<file path="src/design/ptzfe_pkg.sv">
// ----------------------------------------------------------------------------
// ptzfe_pkg
// Types and constants shared by the pan-tilt-zoom command frame encoder.
// ----------------------------------------------------------------------------
`timescale 1ns / 1ps
`default_nettype none

package ptzfe_pkg;

  localparam int unsigned FrameBytes = 9;
  localparam int unsigned CmdBytes   = 5;

  localparam logic [7:0] StartByte  = 8'ha0;
  localparam logic [7:0] SpeedMax   = 8'h40;
  localparam logic [7:0] ExtCmd     = 8'h03;
  localparam logic [7:0] PresetSet  = 8'h50;
  localparam logic [7:0] PresetGoto = 8'h19;
  localparam logic [7:0] PresetClr  = 8'h51;
  localparam logic [7:0] PatternCmd = 8'h1b;
  localparam logic [7:0] AutopanCmd = 8'h1a;
  localparam logic [7:0] TourCmd    = 8'h13;
  localparam logic [7:0] MenuCmd    = 8'h17;
  localparam logic [7:0] ResetCmd   = 8'h1e;
  localparam logic [7:0] ZoomSpdCmd = 8'h80;

  typedef logic [FrameBytes-1:0][7:0] frame_t;

  typedef enum logic [4:0] {
    OP_LEFT          = 5'd0,
    OP_RIGHT         = 5'd1,
    OP_UP            = 5'd2,
    OP_DOWN          = 5'd3,
    OP_UP_LEFT       = 5'd4,
    OP_DOWN_LEFT     = 5'd5,
    OP_UP_RIGHT      = 5'd6,
    OP_DOWN_RIGHT    = 5'd7,
    OP_AUTOSCAN      = 5'd8,
    OP_NOOP          = 5'd9,
    OP_FOCUS_NEAR    = 5'd10,
    OP_FOCUS_FAR     = 5'd11,
    OP_IRIS_OPEN     = 5'd12,
    OP_IRIS_CLOSE    = 5'd13,
    OP_ZOOM_TELE     = 5'd14,
    OP_ZOOM_WIDE     = 5'd15,
    OP_PRESET_SET    = 5'd16,
    OP_PRESET_GOTO   = 5'd17,
    OP_PRESET_CLEAR  = 5'd18,
    OP_PATTERN_START = 5'd19,
    OP_PATTERN_RUN   = 5'd20,
    OP_PATTERN_STOP  = 5'd21,
    OP_AUTOPAN_START = 5'd22,
    OP_AUTOPAN_STOP  = 5'd23,
    OP_TOUR_RUN      = 5'd24,
    OP_TOUR_STOP     = 5'd25,
    OP_MENU_ON       = 5'd26,
    OP_MENU_OFF      = 5'd27,
    OP_RESET         = 5'd28,
    OP_ZOOM_SPEED    = 5'd29
  } op_t;

endpackage

`default_nettype wire

</file>
<file path="src/design/ptzfe_cmd_encode.sv">
// ----------------------------------------------------------------------------
// ptzfe_cmd_encode
// Builds the nine-byte frame of one command: start, addresses, command
// bytes from the opcode table with clamped arguments, and checksum.
// ----------------------------------------------------------------------------
`timescale 1ns / 1ps
`default_nettype none

module ptzfe_cmd_encode (
  input  wire logic [4:0]      op,
  input  wire logic [7:0]      sender_address,
  input  wire logic [7:0]      target_address,
  input  wire logic [7:0]      pan_speed,
  input  wire logic [7:0]      tilt_speed,
  input  wire logic [7:0]      number,
  output ptzfe_pkg::frame_t    frame
);

  logic [7:0] ps;
  logic [7:0] ts;
  logic [7:0] pat;
  logic [7:0] n14;
  logic [7:0] pre;
  logic [7:0] c [ptzfe_pkg::CmdBytes];
  logic [7:0] sum;

  assign ps  = (pan_speed > ptzfe_pkg::SpeedMax) ? ptzfe_pkg::SpeedMax : pan_speed;
  assign ts  = (tilt_speed > ptzfe_pkg::SpeedMax) ? ptzfe_pkg::SpeedMax : tilt_speed;
  assign pat = (number == 8'd0) ? 8'd1 : ((number > 8'd3) ? 8'd3 : number);
  assign n14 = (number == 8'd0) ? 8'd1 : ((number > 8'd4) ? 8'd4 : number);
  // preset numbers are zero based on the wire, zero wraps to 0xff
  assign pre = number - 8'd1;

  always_comb begin
    c[0] = 8'h01;
    c[1] = 8'h00;
    c[2] = 8'h00;
    c[3] = 8'hff;
    c[4] = 8'hff;
    case (ptzfe_pkg::op_t'(op))
      ptzfe_pkg::OP_LEFT: begin
        c[2] = 8'h01; c[3] = ps;
      end
      ptzfe_pkg::OP_RIGHT: begin
        c[2] = 8'h02; c[3] = ps;
      end
      ptzfe_pkg::OP_UP: begin
        c[2] = 8'h04; c[4] = ps;
      end
      ptzfe_pkg::OP_DOWN: begin
        c[2] = 8'h08; c[4] = ps;
      end
      ptzfe_pkg::OP_UP_LEFT: begin
        c[2] = 8'h05; c[3] = ps; c[4] = ts;
      end
      ptzfe_pkg::OP_DOWN_LEFT: begin
        c[2] = 8'h09; c[3] = ps; c[4] = ts;
      end
      ptzfe_pkg::OP_UP_RIGHT: begin
        c[2] = 8'h06; c[3] = ps; c[4] = ts;
      end
      ptzfe_pkg::OP_DOWN_RIGHT: begin
        c[2] = 8'h0a; c[3] = ps; c[4] = ts;
      end
      ptzfe_pkg::OP_AUTOSCAN, ptzfe_pkg::OP_PATTERN_START: begin
        c[0] = 8'hff; c[1] = 8'hff; c[2] = 8'hff; c[3] = 8'hff; c[4] = 8'hff;
      end
      ptzfe_pkg::OP_FOCUS_NEAR: c[1] = 8'h02;
      ptzfe_pkg::OP_FOCUS_FAR:  c[1] = 8'h01;
      ptzfe_pkg::OP_IRIS_OPEN:  c[1] = 8'h08;
      ptzfe_pkg::OP_IRIS_CLOSE: c[1] = 8'h10;
      ptzfe_pkg::OP_ZOOM_TELE:  c[1] = 8'h20;
      ptzfe_pkg::OP_ZOOM_WIDE:  c[1] = 8'h40;
      ptzfe_pkg::OP_PRESET_SET: begin
        c[0] = ptzfe_pkg::ExtCmd; c[1] = ptzfe_pkg::PresetSet; c[2] = pre;
      end
      ptzfe_pkg::OP_PRESET_GOTO: begin
        c[0] = ptzfe_pkg::ExtCmd; c[1] = ptzfe_pkg::PresetGoto; c[2] = pre;
      end
      ptzfe_pkg::OP_PRESET_CLEAR: begin
        c[0] = ptzfe_pkg::ExtCmd; c[1] = ptzfe_pkg::PresetClr; c[2] = pre;
      end
      ptzfe_pkg::OP_PATTERN_RUN: begin
        c[0] = ptzfe_pkg::ExtCmd; c[1] = ptzfe_pkg::PatternCmd; c[2] = pat; c[3] = 8'h01;
      end
      ptzfe_pkg::OP_PATTERN_STOP: begin
        c[0] = ptzfe_pkg::ExtCmd; c[1] = ptzfe_pkg::PatternCmd; c[2] = pat; c[3] = 8'h00;
      end
      ptzfe_pkg::OP_AUTOPAN_START: begin
        c[0] = ptzfe_pkg::ExtCmd; c[1] = ptzfe_pkg::AutopanCmd; c[2] = 8'h01; c[3] = n14;
      end
      ptzfe_pkg::OP_AUTOPAN_STOP: begin
        c[0] = ptzfe_pkg::ExtCmd; c[1] = ptzfe_pkg::AutopanCmd; c[2] = 8'h00; c[3] = n14;
      end
      ptzfe_pkg::OP_TOUR_RUN: begin
        c[0] = ptzfe_pkg::ExtCmd; c[1] = ptzfe_pkg::TourCmd; c[2] = 8'h01; c[3] = n14;
      end
      ptzfe_pkg::OP_TOUR_STOP: begin
        c[0] = ptzfe_pkg::ExtCmd; c[1] = ptzfe_pkg::TourCmd; c[2] = 8'h00; c[3] = n14;
      end
      ptzfe_pkg::OP_MENU_ON: begin
        c[0] = ptzfe_pkg::ExtCmd; c[1] = ptzfe_pkg::MenuCmd; c[2] = 8'h01;
      end
      ptzfe_pkg::OP_MENU_OFF: begin
        c[0] = ptzfe_pkg::ExtCmd; c[1] = ptzfe_pkg::MenuCmd; c[2] = 8'h00;
      end
      ptzfe_pkg::OP_RESET: begin
        c[0] = ptzfe_pkg::ExtCmd; c[1] = ptzfe_pkg::ResetCmd; c[2] = 8'hff;
      end
      ptzfe_pkg::OP_ZOOM_SPEED: begin
        c[1] = ptzfe_pkg::ZoomSpdCmd; c[2] = {n14[4:0], 3'b000};
        c[3] = 8'h00; c[4] = 8'h00;
      end
      default: ; // noop and unused codes keep the noop bytes
    endcase
  end

  // low byte of 0xffff minus the seven bytes is the inverted low byte of their sum
  assign sum = sender_address + target_address + c[0] + c[1] + c[2] + c[3] + c[4];

  always_comb begin
    frame[0] = ptzfe_pkg::StartByte;
    frame[1] = sender_address;
    frame[2] = target_address;
    frame[3] = c[0];
    frame[4] = c[1];
    frame[5] = c[2];
    frame[6] = c[3];
    frame[7] = c[4];
    frame[8] = ~sum;
  end

endmodule

`default_nettype wire

</file>
<file path="src/design/ptz_command_frame_encoder_top.sv">
// ----------------------------------------------------------------------------
// ptz_command_frame_encoder_top
// Pan-tilt-zoom serial command frame encoder, one frame byte per cycle.
// ----------------------------------------------------------------------------
// A command is taken when start is high and busy is low. Its whole nine-byte
// frame is built in the cycle of the transfer and loaded into a byte shift
// register; from the next cycle on one byte leaves per cycle with strobe high,
// last marking the checksum byte. A command therefore holds the single
// byte-wide result port for its whole frame. busy drops during the checksum
// byte, so a new command can follow with no gap between frames. The receiver
// cannot stall: every strobed byte must be taken in its cycle.
`timescale 1ns / 1ps
`default_nettype none

module ptz_command_frame_encoder_top (
  input  wire logic       clk,
  input  wire logic       rst,
  input  wire logic       start,
  output logic            busy,
  input  wire logic [4:0] op,
  input  wire logic [7:0] sender_address,
  input  wire logic [7:0] target_address,
  input  wire logic [7:0] pan_speed,
  input  wire logic [7:0] tilt_speed,
  input  wire logic [7:0] number,
  output logic            strobe,
  output logic [7:0]      frame_byte,
  output logic            last
);

  localparam logic [3:0] LastIdx = 4'(ptzfe_pkg::FrameBytes - 1);

  ptzfe_pkg::frame_t frame;
  ptzfe_pkg::frame_t shreg;
  logic              sending;
  logic [3:0]        idx;
  logic              accept;

  ptzfe_cmd_encode u_encode (
    .op             (op),
    .sender_address (sender_address),
    .target_address (target_address),
    .pan_speed      (pan_speed),
    .tilt_speed     (tilt_speed),
    .number         (number),
    .frame          (frame)
  );

  assign busy   = sending && (idx != LastIdx);
  assign accept = start && !busy;

  always_ff @(posedge clk) begin
    if (rst) begin
      sending <= 1'b0;
      idx     <= '0;
    end else if (accept) begin
      sending <= 1'b1;
      idx     <= '0;
    end else if (sending) begin
      if (idx == LastIdx) begin
        sending <= 1'b0;
      end else begin
        idx <= idx + 4'd1;
      end
    end
  end

  // byte 0 sits at the bottom and goes out first
  always_ff @(posedge clk) begin
    if (accept) begin
      shreg <= frame;
    end else if (sending) begin
      shreg <= ptzfe_pkg::frame_t'(shreg >> 8);
    end
  end

  assign strobe     = sending;
  assign frame_byte = shreg[0];
  assign last       = sending && (idx == LastIdx);

`ifndef ASSERT_OFF
  a_busy_in_frame : assert property (@(posedge clk) disable iff (rst)
    busy |-> strobe && !last)
    else $error("busy outside a frame or on its checksum byte");

  a_frame_starts : assert property (@(posedge clk) disable iff (rst)
    (start && !busy) |=> strobe && !last && (frame_byte == ptzfe_pkg::StartByte))
    else $error("frame did not open with the start byte");

  a_frame_runs : assert property (@(posedge clk) disable iff (rst)
    (strobe && !last) |=> strobe)
    else $error("frame broke off before its checksum byte");

  a_frame_ends : assert property (@(posedge clk) disable iff (rst)
    (last && !start) |=> !strobe)
    else $error("byte sent after the checksum with no new transfer");
`endif

endmodule

`default_nettype wire

</file>
<file path="config.mk">
export PLATFORM = sky130hd
export DESIGN_NAME = ptz_command_frame_encoder_top
export DESIGN_NICKNAME = d
export VERILOG_FILES = /design/src/design/ptzfe_pkg.sv /design/src/design/ptzfe_cmd_encode.sv /design/src/design/ptz_command_frame_encoder_top.sv
export SDC_FILE = /design/constraint.sdc
export NUM_CORES = 1
export LEC_CHECK = 0
export BUFFER_PORTS_ARGS = -buffer_cell sky130_fd_sc_hd__buf_2
export CORE_MARGIN = 4
export CORE_UTILIZATION = 40
export CTS_CLUSTER_SIZE = 30
export DETAILED_ROUTE_END_ITERATION = 10
export PLACE_DENSITY = 0.68
export SLEW_MARGIN = 10
export SYNTH_ARGS = -nofsm -noshare
export SYNTH_HDL_FRONTEND = slang
export SYNTH_SLANG_ARGS = --single-unit
</file>
<file path="constraint.sdc">
create_clock -name clk -period 5.8 [get_ports clk]
set_clock_uncertainty 0.15 [all_clocks]
set_input_delay 0.29 -clock clk [delete_from_list [all_inputs] [get_ports clk]]
set_output_delay 0.29 -clock clk [all_outputs]
set_load 0.03 [all_outputs]
</file>
==> out/summary.json <==
{
  "groute.layer.met3.usage": 0.0413,
  "chipWidth_um": 124,
  "grtUsageTotal": 0.186,
  "min-delay-path-class": "primary input to register",
  "maxSlewViolCount": 0,
  "postLayoutCoreUtil": 0.460,
  "maxCapViolCount": 0,
  "fillers": 1281,
  "worst_setup_path_startpoint": "number[3]",
  "total_switching_power_w": 0.000784,
  "synth-edff-count": 64,
  "postRouteWirelength_mm": 13.5,
  "groute.layer.met1.usage": 0.251,
  "cts.sinks": 77,
  "final_cell_mix": "sky130_fd_sc_hd__edfxtp_1 (64), sky130_fd_sc_hd__inv_1 (60), sky130_fd_sc_hd__nand2_1 (60)",
  "grt_overflow_total": 0,
  "syn-instance-count": 566,
  "cts_max_path_buffers": 2,
  "synthArstFlopShare": 0,
  "flow.area_growth_from_synthesis_pct": 12.8,
  "internal_power_w": 0.00148,
  "gp_congestion": 0.918,
  "drive_above_1_share": 0.175,
  "placement.io_buffers": 58,
  "synth_flop_cell": "sky130_fd_sc_hd__edfxtp_1",
  "crit_path_cell_trace": "buf_2 -> or4_4 -> nor3_2 -> nor2_1 -> a211oi_1 -> fa_1 -> fa_1 -> inv_1 -> fa_1 -> fa_1 -> fa_1 -> a21oi_1 -> nor2_1 -> nor2_1 -> o21ai_0 -> xnor3_1 -> nor2_1",
  "synthDominantCellAreaShare": 0.357,
  "met2_track_demand_over_resource_in_global_routing": 0.298,
  "drt_drc_violations_left": 0,
  "routedWlPerCell_um": 17.2,
  "power_density_nw_per_um2": 374,
  "worst-r2r-setup-slack_ns": 2.94,
  "critical_path.most_common_cell": "sky130_fd_sc_hd__fa_1",
  "number_of_antenna_violations_at_the_first_check_in_global_routing": 0,
  "die_area_sq_um": 15400,
  "netSwitchingFraction": 0.346,
  "worstSkewPairLatency_ns": 0.34,
  "grt_start_max_net_pins": 70,
  "power.clock.fraction": 0.245,
  "post-cts-setup-buffer-count": 0,
  "tritoncts": "yes",
  "route.antenna.remaining_nets": 0,
  "slew_headroom": 0.401,
  "postSynthRegisterBits": 77,
  "worst_setup_hold_path_clk_slew_ns": 0.06,
  "setup_crit_start_kind": "primary input",
  "critPathCaptureType": "register",
  "required_time_of_the_worst_setup_path_ns": 5.73,
  "synth_area_sq_um": 5390,
  "synth.avg_cell_area_sq_um": 9.51,
  "hold-path-cell-count": 2,
  "vias": 4262,
  "start_util": 0.408,
  "synth_sequential_area_ratio": 0.405,
  "worst_hold_startpoint": "rst",
  "holdBufCountCts": 0,
  "pwr-share-comb": 0.435,
  "timing.critical_path.slowest_stage_cell": "sky130_fd_sc_hd__or4_4",
  "worst_r2r_startpoint": "idx[0]",
  "vias_per_cell": 5.41,
  "rr_worst_depth": 8,
  "grt_pass1_wl_mm": 21.9,
  "final_hold_viol_count": 0,
  "number_of_clock_buffers_inserted_by_tritoncts": 9,
  "diodes": 0,
  "p_leak_nw": 2.61,
  "placement_rows": 42,
  "critPathMaxFanout": 5,
  "worst_hold_path.endpoint": "strobe",
  "vias_in_the_first_global_route": 4246,
  "crit_type": "primary input to register",
  "synthesis.yosys.warnings": 0,
  "drt_pre_antenna_iters": 5,
  "setup_viol": 0,
  "timing.final.crit_period_ns": 5.28,
  "synth_largest_area_cell": "sky130_fd_sc_hd__edfxtp_1",
  "num_io_pins": 59,
  "design.final.nets": 700,
  "grt_setup_unrepaired": "no",
  "critical_path_arrival_ns": 5.21,
  "syn-num-nets": 659,
  "cts.root.buffer_cell": "sky130_fd_sc_hd__clkbuf_16",
  "ctsHtreeMaxLevel": 3,
  "layer_carrying_the_most_global_route_usage": "met2",
  "fin_crit_sh": 0.910,
  "worst-slew-pin-transition_ns": 0.896,
  "die_ht_um": 124,
  "final_common_cell": "sky130_fd_sc_hd__edfxtp_1",
  "ys_top_cells_by_area": "sky130_fd_sc_hd__edfxtp_1 (36%), sky130_fd_sc_hd__fa_1 (12%), sky130_fd_sc_hd__dfxtp_1 (4.8%)",
  "count_of_unique_library_cells_instantiated_by_yosys": 61,
  "ir_worst_vdd_mv": 0.189,
  "post_cts.resized_instances": 0,
  "core_area_sq_um": 13200,
  "power_frac_seq": 0.321,
  "fin_setup_tns_ns": 0,
  "crit_path_max_incr_delay_ns": 0.57,
  "first_iter_violations": 402,
  "timing.rr.end": "shreg[33]",
  "outcome": "finished, final reports clean",
  "hpwl_mm": 10.1,
  "max_freq_mhz": 189
}
## cells in the mapped netlist, drive strengths merged (3+ instances only)
master  number
or3          3
a21oi       21
a31o         8
nand3       50
buf         25
ha          14
and2         4
nand2       61
nand2b       5
inv         62
dfxtp       13
clkbuf      14
nor3        16
a221o        3
fa          31
nor2        50
a31oi        7
edfxtp      64
mux2i       10
a211oi       7
xor2         9
xnor2       10
o21ai       42
## critical path, delay by kind of cell
family / cells / cell delay [ns]
AND/OR/NAND/NOR: 6 / 1.16
XOR/XNOR: 1 / 0.38
buffers and inverters: 2 / 0.19
AO/OA/AOI/OAI: 3 / 0.65
adder cells (fa/ha/maj): 5 / 2.52
## worst max path at each step
stage,end,slack [ns],cells after the start
finish,shreg[71],0.52,17
global route,shreg[71],0.23,17
CTS,shreg[71],0.51,17
detailed placement,shreg[71],0.15,17
global placement,shreg[71],0.26,17
floorplan,shreg[71],0.71,16
## through the flow
stage / cells / total power, W / instance area [sq um] / setup WS (ns) / hold slack [ns]
3_5_place_dp: 772 / 0.00172 / 5780 / 0.148 / 0.307
3_3_place_gp: 772 / 0.00168 / 5780 / 0.264 / 0.300
6_report: 788 / 0.00227 / 6070 / 0.521 / 0.0239
4_1_cts: 788 / 0.00230 / 6070 / 0.506 / 0.0144
5_1_grt: 788 / 0.00243 / 6070 / 0.227 / 0.0334
2_1_floorplan: 566 / 0.00149 / 5390 / 0.714 / 0.209
## logic make-up after synthesis
family / count (synthesis) / synth area share
AOI/OAI and AO/OA: 108 / 0.130
DFF: 77 / 0.405
xor gates and xnor gates: 21 / 0.0393
adders and majority gates: 45 / 0.148
and+or+nand+nor: 204 / 0.178
muxes: 10 / 0.0186
buffers and inverters: 101 / 0.0811
## per-layer routing
metal | part of all wire | wire length, um
met5 | 0 | 0
met4 | 0.022 | 292
met1 | 0.43 | 5840
met3 | 0.075 | 1020
met2 | 0.47 | 6370
## power groups by stage
| stage | Clock, W | Combinational, W | Sequential [W] |
|---|---|---|---|
| after floorplan | 0 | 0.000758 | 0.000735 |
| final | 0.000555 | 0.000986 | 0.000728 |
| after CTS | 0.000570 | 0.000998 | 0.000728 |
| after global placement | 0 | 0.000944 | 0.000738 |
| after detailed placement | 0 | 0.000975 | 0.000740 |
| after global routing | 0.000586 | 0.00111 | 0.000735 |
## registers in the layout, indices dropped and copies added, names as in the netlist
register and count:
idx 4, strobe 1, frame_byte 8, shreg 64
## final cells by class
type	count	area, sq um	share of cell area
clock buffer	10	229	0.0377
clock inverter	6	63.8	0.0105
inverter	62	233	0.0383
multi-input combinational	388	2770	0.456
sequential	77	2180	0.359
tap	176	220	0.0363
timing repair buffer	69	373	0.0614
(Power assumes the default switching activity.)
